### src/hw/rtl/polygon_scanline_span_fill_top_assert.svh
// Assertion macros used by the span fill top level.
`ifndef POLYGON_SCANLINE_SPAN_FILL_TOP_ASSERT_SVH
`define POLYGON_SCANLINE_SPAN_FILL_TOP_ASSERT_SVH

// Same-cycle implication, clocked on clk_i, off while rst_ni is low.
`define PSF_ASSERT_IMP(lbl, ante, cons) \
  lbl: assert property (@(posedge clk_i) disable iff (!rst_ni) (ante) |-> (cons)) \
    else $error("assertion failed: same-cycle implication");

// Next-cycle implication.
`define PSF_ASSERT_NEXT(lbl, ante, cons) \
  lbl: assert property (@(posedge clk_i) disable iff (!rst_ni) (ante) |=> (cons)) \
    else $error("assertion failed: next-cycle implication");

`endif

### src/hw/rtl/psf_pkg.sv
`default_nettype none
package psf_pkg;

  localparam int unsigned MaxVerticesDef = 64;
  localparam int unsigned MaxSpans       = 32;
  localparam int unsigned SpanW          = $clog2(MaxSpans);
  localparam int unsigned CrossW         = 40;

  typedef enum logic [1:0] {
    OP_NEW    = 2'd0,
    OP_APPEND = 2'd1,
    OP_ROW    = 2'd2
  } op_e;

  typedef enum logic [1:0] {
    ST_SPAN  = 2'd0,
    ST_EMPTY = 2'd1,
    ST_DONE  = 2'd2,
    ST_FEW   = 2'd3
  } st_e;

  typedef enum logic [1:0] {
    BS_JM1 = 2'd0,
    BS_RP  = 2'd1,
    BS_RP1 = 2'd2
  } bsel_e;

  typedef enum logic [4:0] {
    S_IDLE,
    S_SCAN_RD,
    S_SCAN_USE,
    S_SCAN_FIN,
    S_CHECK,
    S_PREV,
    S_EDGE_RD,
    S_EDGE_TEST,
    S_DIV,
    S_MUL,
    S_SUM,
    S_INS_RD,
    S_INS_CMP,
    S_EMIT_CHK,
    S_EMIT_RD0,
    S_EMIT_RD1,
    S_EMIT_OUT,
    S_OUT_EMPTY,
    S_OUT_FEW,
    S_OUT_DONE
  } state_e;

  typedef struct packed {
    logic  load;
    logic  row_start;
    logic  scan_upd;
    logic  scan_fin;
    logic  rd_last;
    logic  prev_latch;
    logic  edge_latch;
    logic  idx_inc;
    logic  div_step;
    logic  mul;
    logic  sum;
    bsel_e bsel;
    logic  bwr_key;
    logic  bwr_shift;
    logic  ins_done;
    logic  a_latch;
    logic  emit_adv;
    logic  out_load;
    st_e   out_kind;
    logic  row_inc;
  } psf_cmd_t;

  typedef struct packed {
    logic n_lt3;
    logic started;
    logic past_max;
    logic idx_last;
    logic crosses;
    logic div_last;
    logic j_zero;
    logic gt;
    logic pairs_ok;
    logic pair_last;
    logic out_free;
  } psf_sts_t;

endpackage
`default_nettype wire

### src/hw/rtl/psf_ctrl.sv
`default_nettype none
module psf_ctrl (
  input  wire logic             clk_i,
  input  wire logic             rst_ni,
  input  wire logic             in_valid_i,
  input  wire logic [1:0]       in_op_i,
  output logic                  in_ready_o,
  input  wire psf_pkg::psf_sts_t sts_i,
  output psf_pkg::psf_cmd_t     cmd_o
);
  import psf_pkg::*;

  state_e state_q, state_d;

  always_ff @(posedge clk_i or negedge rst_ni) begin
    if (!rst_ni) begin
      state_q <= S_IDLE;
    end else begin
      state_q <= state_d;
    end
  end

  always_comb begin
    state_d    = state_q;
    cmd_o      = '0;
    cmd_o.bsel = BS_JM1;
    cmd_o.out_kind = ST_SPAN;
    in_ready_o = 1'b0;
    unique case (state_q)
      S_IDLE: begin
        in_ready_o = 1'b1;
        // ready is high here, so valid alone marks an accepted request
        if (in_valid_i) begin
          unique case (in_op_i)
            OP_NEW, OP_APPEND: cmd_o.load = 1'b1;
            OP_ROW: begin
              cmd_o.row_start = 1'b1;
              if (sts_i.n_lt3)         state_d = S_OUT_FEW;
              else if (!sts_i.started) state_d = S_SCAN_RD;
              else                     state_d = S_CHECK;
            end
            default: ;
          endcase
        end
      end
      S_SCAN_RD: state_d = S_SCAN_USE;
      S_SCAN_USE: begin
        cmd_o.scan_upd = 1'b1;
        cmd_o.idx_inc  = 1'b1;
        state_d = sts_i.idx_last ? S_SCAN_FIN : S_SCAN_RD;
      end
      S_SCAN_FIN: begin
        cmd_o.scan_fin = 1'b1;
        state_d = S_CHECK;
      end
      S_CHECK: begin
        cmd_o.rd_last = 1'b1;
        state_d = sts_i.past_max ? S_OUT_DONE : S_PREV;
      end
      S_PREV: begin
        cmd_o.prev_latch = 1'b1;
        state_d = S_EDGE_RD;
      end
      S_EDGE_RD: state_d = S_EDGE_TEST;
      S_EDGE_TEST: begin
        cmd_o.edge_latch = 1'b1;
        if (sts_i.crosses) begin
          state_d = S_DIV;
        end else begin
          cmd_o.idx_inc = 1'b1;
          state_d = sts_i.idx_last ? S_EMIT_CHK : S_EDGE_RD;
        end
      end
      S_DIV: begin
        cmd_o.div_step = 1'b1;
        if (sts_i.div_last) state_d = S_MUL;
      end
      S_MUL: begin
        cmd_o.mul = 1'b1;
        state_d = S_SUM;
      end
      S_SUM: begin
        cmd_o.sum = 1'b1;
        state_d = S_INS_RD;
      end
      S_INS_RD: begin
        if (sts_i.j_zero) begin
          cmd_o.bwr_key  = 1'b1;
          cmd_o.ins_done = 1'b1;
          cmd_o.idx_inc  = 1'b1;
          state_d = sts_i.idx_last ? S_EMIT_CHK : S_EDGE_RD;
        end else begin
          state_d = S_INS_CMP;
        end
      end
      S_INS_CMP: begin
        if (sts_i.gt) begin
          // shift the larger crossing up one slot
          cmd_o.bwr_shift = 1'b1;
          state_d = S_INS_RD;
        end else begin
          cmd_o.bwr_key  = 1'b1;
          cmd_o.ins_done = 1'b1;
          cmd_o.idx_inc  = 1'b1;
          state_d = sts_i.idx_last ? S_EMIT_CHK : S_EDGE_RD;
        end
      end
      S_EMIT_CHK: state_d = sts_i.pairs_ok ? S_EMIT_RD0 : S_OUT_EMPTY;
      S_EMIT_RD0: begin
        cmd_o.bsel = BS_RP;
        state_d = S_EMIT_RD1;
      end
      S_EMIT_RD1: begin
        cmd_o.bsel    = BS_RP1;
        cmd_o.a_latch = 1'b1;
        state_d = S_EMIT_OUT;
      end
      S_EMIT_OUT: begin
        cmd_o.bsel = BS_RP1;
        if (sts_i.out_free) begin
          cmd_o.out_load = 1'b1;
          cmd_o.emit_adv = 1'b1;
          if (sts_i.pair_last) begin
            cmd_o.row_inc = 1'b1;
            state_d = S_IDLE;
          end else begin
            state_d = S_EMIT_RD0;
          end
        end
      end
      S_OUT_EMPTY: begin
        if (sts_i.out_free) begin
          cmd_o.out_load = 1'b1;
          cmd_o.out_kind = ST_EMPTY;
          cmd_o.row_inc  = 1'b1;
          state_d = S_IDLE;
        end
      end
      S_OUT_FEW: begin
        if (sts_i.out_free) begin
          cmd_o.out_load = 1'b1;
          cmd_o.out_kind = ST_FEW;
          state_d = S_IDLE;
        end
      end
      S_OUT_DONE: begin
        if (sts_i.out_free) begin
          cmd_o.out_load = 1'b1;
          cmd_o.out_kind = ST_DONE;
          state_d = S_IDLE;
        end
      end
      default: state_d = S_IDLE;
    endcase
  end

endmodule
`default_nettype wire

### config.mk
export PLATFORM = sky130hd
export DESIGN_NAME = psf_ctrl
export DESIGN_NICKNAME = d
export VERILOG_FILES = /design/src/hw/rtl/polygon_scanline_span_fill_top_assert.svh /design/src/hw/rtl/psf_pkg.sv /design/src/hw/rtl/psf_ctrl.sv
export SDC_FILE = /design/constraint.sdc
export NUM_CORES = 1
export LEC_CHECK = 0
export ABC_AREA = 1
export BUFFER_PORTS_ARGS = -buffer_cell sky130_fd_sc_hd__buf_4
export CORE_UTILIZATION = 35
export CTS_CLUSTER_DIAMETER = 60
export DETAILED_ROUTE_END_ITERATION = 6
export MAX_ROUTING_LAYER = met4
export PLACE_DENSITY = 0.66
export SYNTH_ARGS = -nofsm -noshare
export SYNTH_HDL_FRONTEND = slang
export SYNTH_SLANG_ARGS = --single-unit
### constraint.sdc
create_clock -name clk_i -period 1.5 [get_ports clk_i]
set_input_delay 0.15 -clock clk_i [delete_from_list [all_inputs] [get_ports clk_i]]
set_output_delay 0.15 -clock clk_i [all_outputs]
set_load 0.05 [all_outputs]
* Word level (Yosys, flattened, before mapping)
Index checks and enable logic that the tools add are counted.
Storage, ports and cells: register bits 5, output and inout bits 23
Cells by class: eq/ne operators 26, multiplexer cells 48, reductions and logical operators 6
Operator list (number):
- 5-bit one-hot mux with 18 select lines | 1
- 5-bit by 4-bit equality test with 1-bit output (second input constant) | 8
- 5-bit two-way mux | 8
- 4-bit two-way mux | 6
- 5-bit by 3-bit equality test with 1-bit output (second input constant) | 4
- 5-bit equality test (second input constant) | 4
- 1-bit two-way mux | 20
- 5-bit by 2-bit equality test with 1-bit output (second input constant) | 2
- 3-bit two-way mux | 3
- 2-bit two-way mux | 4
- 1-bit one-hot mux with 4 select lines | 2
- 2-bit != test (second input constant) | 3
- 2-bit one-hot mux with 3 select lines | 1
- 5-bit by 1-bit equality test with 1-bit output (second input constant) | 1
- 5-bit zero test | 1
- 5-bit AND reduction | 1
- 2-bit by 1-bit != test with 1-bit output (second input constant) | 2
- 1-bit one-hot mux with 2 select lines | 2
- 2-bit one-hot mux with 2 select lines | 1
- 2-bit OR reduction | 2
- 3-bit OR reduction | 1
- 2-bit by 1-bit equality test with 1-bit output (second input constant) | 1
- 2-bit equality test (second input constant) | 1
- 2-bit zero test | 1

* Longest topological paths before layout
Gate-level depths: netlist (run 1).
word-level depth 5, mapped depth 10, mapped depth without buffers 9

* Worst setup path before layout (run 1)
OpenSTA, ideal clock, no wires.
kind register -> output, from reg state_q[3], to out cmd_o[0] (netlist name), arrival time 2.793 ns, required time 1.350 ns, setup slack -1.443 ns, cell stages (with the launch flop) 6, path buffers 0, path through dfrtp_1 nor2_2 nand2_1 nor2_1 inv_1 a211oi_1
RTL lines:
- from (decl) | line psf_ctrl.sv:13 | state_e state_q, state_d;
- from (signal assigned) | line psf_ctrl.sv:19 | state_q <= state_d;
- to (decl) | line psf_ctrl.sv:9 | output psf_pkg::psf_cmd_t cmd_o

==> results.md, run 1 <==
* Max_cap viols at 0
* Worst vdd rail ir drop at 1.704 mV
* I/O Buffers at 38
* Relative slew margins at 0.8248
* Wire length on met3 at 425 um
* Fraction of layout instances using a drive strength above 1 at 0.6364
* Ports at 39
* Failing checks: setup timing
* Hold-critical path depth at 4
* Max reg flops at 5
* Register bit count reported by yosys at 5
* Die width at 47.93 um
* Clock Skew at 0.007690 ns
* Insertion delay to the later sink of the worst-skew pair at 0.26 ns
* Average wire per cell in the routed design at 16.85 um
* DRC violation count after routing at 0
* TritonCTS clock tree: yes
* Clk root buf: sky130_fd_sc_hd__clkbuf_4
* Synth warn at 0
* Utilization after layout at 0.8933
* Routed WL at 4.163 mm
* Number of placement rows at 16
* Total setup violations reported at the end of the flow at 25
* Number of pins with negative max-slew slack in the final report at 0
* Detailed placer's ending HPWL at 2.078 mm
* Most frequent cells after synthesis: 45 x sky130_fd_sc_hd__nand2_1, 30 x sky130_fd_sc_hd__nor2_1, 16 x sky130_fd_sc_hd__inv_1, 11 x sky130_fd_sc_hd__nand3_1, 9 x sky130_fd_sc_hd__inv_2
* Routed met1 length at 1.438 mm
* Actual transition at the worst max-transition pin at 0.2622 ns
* Outcome: complete, but fails checks
* Number of flops mapped to enable cells by yosys at 0
* Final Hold Fails at 0
* Setup slack after layout at -0.2388 ns
* Accumulated negative setup slack at -2.458 ns
* Iteration count of the initial detailed-routing pass at 5
* Avg Inst Size Synth at 5.162 um^2
* Initial DRC Count at 78
* Final weighted congestion in routability-driven placement at 0.8807
* Clock edge transition at the registers on the reported setup and hold paths at 0.05 ns
* Placeable core region at 1982 um^2
* Largest cells by area after synthesis: sky130_fd_sc_hd__nand2_1 23%, sky130_fd_sc_hd__dfrtp_1 17%, sky130_fd_sc_hd__nor2_1 15%, sky130_fd_sc_hd__inv_1 8.1%, sky130_fd_sc_hd__nand3_1 7.5%
* Depth of the CTS H-tree at 1
* Maximum fanout count along the critical path at 5
* Net count reported at finish at 237
* Number of nets in the synthesized netlist at 159
* Number of cells traversed by the worst register-to-register path at 10
* Diode count at 0
* DP Cell Count at 218
* Crit path kind: flop to primary output
* Post-detailed-route count of antenna-violating nets at 0
* Number of CTS-inserted buffers at 3
* Number of global-route vias before repair at 992
* Power density normalized to cell area at 1973 nW/um^2
* Wire length of the first global-routing pass at 4.264 mm
* Area leader, netlist: sky130_fd_sc_hd__nand2_1
* Maximum clock frequency at 575.1 MHz
* Top flip-flop cell by instance count after synthesis: sky130_fd_sc_hd__dfrtp_1
* Sequential element share of the synthesized area at 0.1695
* Final std cells w/o fill at 247
* Congestion Overflow GR at 0
* Post-Synthesis Cell Area at 738.2 um^2
* Gate Count Post-Synth at 143
* Worst reg-to-reg setup slack at -0.09 ns
* Data required, critical path at 1.35 ns
* Static leakage at 0.0008961 uW
* Async S/R FF share, synth at 1.000
* Layout overhead on the synthesized area at 139.8%
* Count of different cell masters after synthesis at 21
* Data arrival time of the worst path at 1.59 ns
* Post-DR vias/cell at 5.530
* Uppermost layer routed: met4
* Leading cell type by number of instances after synthesis: sky130_fd_sc_hd__nand2_1
* Routed wire length on met2 at 2.057 mm
* Post-synth top area share at 0.2288
* Startpoint Class: flop
* CTS Sinks at 5
* Maximum number of pins on one net before global-route repair at 8
* Total Routing Usage GR at 0.2822
* Final Cycle Share at 1.159
* Unrepaired setup endpoints after global routing: true
* Minimum clock period at 1.739 ns
* Chip height at 47.93 um
* Power consumption at 3493 uW
* Register containing the most flip-flops in the final layout: state_q
* Buffer depth of the longest clock path at 2
* Floorplan die area at 2297 um^2
* Largest regs: state_q x5
* Number of antenna violations at the first check in global routing at 0
* Setup crit end kind: primary output
* Path category of the worst min-delay check: input port to flop
* Starting density of the core at 0.3725
* Total via count in the routed design at 1366
==> timing repair <==
| action | CTS | global route |
|---|---|---|
| gates resized for setup | 42 | 37 |
| pin swaps | 7 | 13 |
| setup endpoints to repair | 21 | 28 |
| hold buffers | 1 | 0 |
| buffers inserted | 13 | 11 |
| endpoints found under the hold margin | 5 | 0 |
==> routing by layer <==
metal / vias to the layer above / GRT usage
met5: - / -
met4: 0 / 0.1167
met3: 38 / 0.04906
met2: 116 / 0.4811
met1: 616 / 0.3228
li1: 596 / -
==> placed cells by master, fill, tap and decap left out, drive strengths merged <==
cell type	instances
o21ai	3
clkbuf	4
nand3	14
nor4	1
buf	74
inv	25
nand2	46
nor3	3
dfrtp	5
a21oi	1
nand3b	1
nor2	36
nand4	5
a211oi	1
dlygate4sd3	1
==> critical path, cell delays in order, from the launching register on <==
cell                      delay [ns]
sky130_fd_sc_hd__dfrtp_2        0.47
sky130_fd_sc_hd__nor2_4         0.20
sky130_fd_sc_hd__inv_4          0.08
sky130_fd_sc_hd__nor2_4         0.18
sky130_fd_sc_hd__nand2_4        0.09
sky130_fd_sc_hd__nand4_1        0.13
sky130_fd_sc_hd__buf_6          0.18
==> per-stage QoR <==
step / instance area (um^2) / hold WS [ns] / worst slack, ns
5_1_grt: 1770 / 0.2208 / -0.2895
2_1_floorplan: 852.1 / -0.1456 / -0.3039
6_report: 1770 / 0.1961 / -0.2388
3_3_place_gp: 1245 / -0.04747 / 0.04466
4_1_cts: 1543 / 0.1741 / -0.1631
3_5_place_dp: 1245 / -0.04461 / 0.02403
==> power by group <==
part / switching (uW) / internal, uW / leakage, uW / total (uW)
clock network: 69.8 / 101 / 0.0000150 / 171
logic: 1780 / 1210 / 0.000823 / 2980
registers: 133 / 206 / 0.0000583 / 339
==> cell families after synthesis <==
logic type / after synthesis / synth area share
flip-flops: 5 / 0.1695
AND/OR/NAND/NOR: 106 / 0.6441
AO/OA/AOI/OAI: 5 / 0.04236
buffers and inverters: 27 / 0.1441
==> cell type report <==
class                   count  area, um^2
clock buffers               4       26.28
fillers                    85       211.5
inverters                  25       106.4
multi-input cells         111       783.3
flip-flops and latches      5       131.4
well taps                  27       33.78
repair buffers             75       689.4
==> final timing paths <==
path	endpoint	start
max reg2reg	state_q[1]	state_q[3]
max in group asynchronous	state_q[1]	rst_ni
min	state_q[3]	sts_i[5]
min reg2reg	state_q[1]	state_q[1]
max	cmd_o[14]	state_q[0]
min in group asynchronous	state_q[2]	rst_ni
No activity file was read; power rests on OpenSTA's default activity.
==> run 2: changes to the inputs <==
--- a/config.mk
+++ b/config.mk
@@ -12,6 +12,7 @@
 export DETAILED_ROUTE_END_ITERATION = 6
 export MAX_ROUTING_LAYER = met4
 export PLACE_DENSITY = 0.66
+export RECOVER_POWER = 100
 export SYNTH_ARGS = -nofsm -noshare
 export SYNTH_HDL_FRONTEND = slang
 export SYNTH_SLANG_ARGS = --single-unit
==> results.md, run 2 (synthesized netlist as in run 1, its figures left out) <==
* Accumulated negative setup slack at -2.602 ns (-0.1442 ns)
* Routed WL at 4.174 mm (+0.26%)
* Path category of the worst min-delay check: input port to flop
* CTS Sinks at 5 (unchanged)
* Unrepaired setup endpoints after global routing: true
* Final Cycle Share at 1.166 (+0.006415)
* Number of cells traversed by the worst register-to-register path at 10 (unchanged)
* Number of global-route vias before repair at 992 (unchanged)
* Startpoint Class: flop
* Average wire per cell in the routed design at 16.90 um (+0.26%)
* Iteration count of the initial detailed-routing pass at 4 (-1)
* Final standard cell area without fillers at 1767 um^2 (-0.21%)
* Buffer depth of the longest clock path at 2 (unchanged)
* Max reg flops at 5 (unchanged)
* Total Routing Usage GR at 0.2822 (unchanged)
* Static leakage at 0.0008925 uW (-0.40%)
* Failing checks: setup timing
* Post-DR vias/cell at 5.518 (-0.22%)
* Max_cap viols at 0 (unchanged)
* Worst hold margin at 0.1953 ns (-0.0008440 ns)
* Chip height at 47.93 um (unchanged)
* Most common cell after layout, fill and taps aside: sky130_fd_sc_hd__buf_4
* Fill cell count at 87 (+2.4%)
* Clock Skew at 0.007354 ns (-0.0003369 ns)
* Clock edge transition at the registers on the reported setup and hold paths at 0.05 ns (about the same)
* Power consumption at 3494 uW (about the same)
* Worst vdd rail ir drop at 1.712 mV (+0.44%)
* Setup crit end kind: primary output
* Number of pins with negative max-slew slack in the final report at 0 (unchanged)
* Diode count at 0 (unchanged)
* Insertion delay to the later sink of the worst-skew pair at 0.26 ns (about the same)
* Number of antenna violations at the first check in global routing at 0 (unchanged)
* Number of CTS-inserted buffers at 3 (unchanged)
* Post-detailed-route count of antenna-violating nets at 0 (unchanged)
* Reg-to-Reg Start: state_q[2]
* Relative slew margins at 0.7912 (-0.03362)
* Clk root buf: sky130_fd_sc_hd__clkbuf_4
* I/O Buffers at 38 (unchanged)
* Final std cells w/o fill at 247 (unchanged)
* Final Hold Fails at 0 (unchanged)
* Total via count in the routed design at 1363 (-0.22%)
* Data arrival time of the worst path at 1.60 ns (about the same)
* DP Cell Count at 218 (unchanged)
* TritonCTS clock tree: yes
* DP Area at 1245 um^2 (unchanged)
* Wire length of the first global-routing pass at 4.264 mm (unchanged)
* Largest regs: state_q x5
* Crit path kind: flop to primary output
* Minimum clock period at 1.748 ns (+0.009623 ns)
* Depth of the CTS H-tree at 1 (unchanged)
* CP Launch Point: state_q[0]
* Hold-critical path depth at 4 (unchanged)
* Maximum fanout count along the critical path at 5 (unchanged)
* Fraction of layout instances using a drive strength above 1 at 0.6318 (-0.004545)
* Leading cell types in the layout, fill and taps excluded: 47 x sky130_fd_sc_hd__buf_4, 36 x sky130_fd_sc_hd__nand2_1, 19 x sky130_fd_sc_hd__buf_6
* Number of placement rows at 16 (unchanged)
* Final weighted congestion in routability-driven placement at 0.8807 (unchanged)
* DRC violation count after routing at 0 (unchanged)
* Initial DRC Count at 77 (-1.3%)
* Hold wc startpoint: sts_i[5]
* Total setup violations reported at the end of the flow at 25 (unchanged)
* Congestion Overflow GR at 0 (unchanged)
* Placeable core region at 1982 um^2 (unchanged)
* Detailed placer's ending HPWL at 2.078 mm (unchanged)
* Outcome: complete, but fails checks
* Data required, critical path at 1.35 ns (about the same)
* Die width at 47.93 um (unchanged)
* Power density normalized to cell area at 1978 nW/um^2 (+0.26%)
* Maximum number of pins on one net before global-route repair at 8 (unchanged)
* Floorplan die area at 2297 um^2 (unchanged)
* Register containing the most flip-flops in the final layout: state_q
* Layout overhead on the synthesized area at 139.3%
* Net count reported at finish at 237 (unchanged)
* Setup slack after layout at -0.2485 ns (-0.009623 ns)
* Actual transition at the worst max-transition pin at 0.3133 ns (+0.05107 ns)
* Starting density of the core at 0.3725 (unchanged)
* Ports at 39 (unchanged)
* Maximum clock frequency at 571.9 MHz (-0.55%)
-- run 2: cell count changes in the layout (fill, tap and decap cells not counted), sizes merged --
cell / delta
buf: -1
clkbuf: +1
-- run 2: final timing paths --
| kind | slack, ns | end |
|---|---|---|
| max in group asynchronous | 0.95 | state_q[1] |
| min in group asynchronous | 0.28 | state_q[2] |
| worst min-delay path | 0.20 | state_q[3] |
| worst max register to register | -0.10 | state_q[1] |
| worst max-delay path | -0.25 | cmd_o[14] |
| worst min register to register | 0.74 | state_q[1] |
-- run 2: through the flow --
| stage | worst slack [ns] | util |
|---|---|---|
| final | -0.2485 | 0.8914 |
| after global placement | 0.04466 | 0.6282 |
| after global routing | -0.2895 | 0.8914 |
| after detailed placement | 0.02403 | 0.6282 |
| after CTS | -0.1631 | 0.7784 |
| after floorplan | -0.3039 | - |
-- run 2: per-layer routing --
metal | vias to the layer above | global-route usage | wire [um]
met5 | - | - | 0
met4 | 0 | 0.1167 | 218
met3 | 34 | 0.04906 | 405
met2 | 113 | 0.4811 | 2069
met1 | 619 | 0.3228 | 1480
li1 | 597 | - | -
-- run 2: critical path, stage by stage (launching register included) --
cell and delay, ns:
sky130_fd_sc_hd__dfrtp_2 0.47, sky130_fd_sc_hd__nor2_4 0.20, sky130_fd_sc_hd__inv_4 0.08, sky130_fd_sc_hd__nor2_4 0.18
sky130_fd_sc_hd__nand2_4 0.09, sky130_fd_sc_hd__nand4_1 0.14, sky130_fd_sc_hd__buf_6 0.18
-- run 2: cell type report --
| class | instances | area [um^2] | share of cell area |
|---|---|---|---|
| multi-input combinational | 111 | 783.3 | 0.4433 |
| timing repair buffer | 75 | 685.7 | 0.3881 |
| sequential | 5 | 131.4 | 0.07436 |
| inverter | 25 | 106.4 | 0.06020 |
| tap | 27 | 33.78 | 0.01912 |
| clock buffer | 4 | 26.28 | 0.01487 |
-- run 2: what timing repair did --
action,CTS,global route
endpoints found under the hold margin,5,0
hold buffers,1,0
endpoints found under the setup margin,21,28
setup buffers,13,11
gates resized for setup,42,37
pin swaps,7,13
-- run 2: power by group --
group / total [uW] / internal (uW) / switching, uW
Clock: 172 / 102 / 70.1
Combinational: 2980 / 1200 / 1780
Sequential: 341 / 206 / 135
Total: 3490 / 1510 / 1980
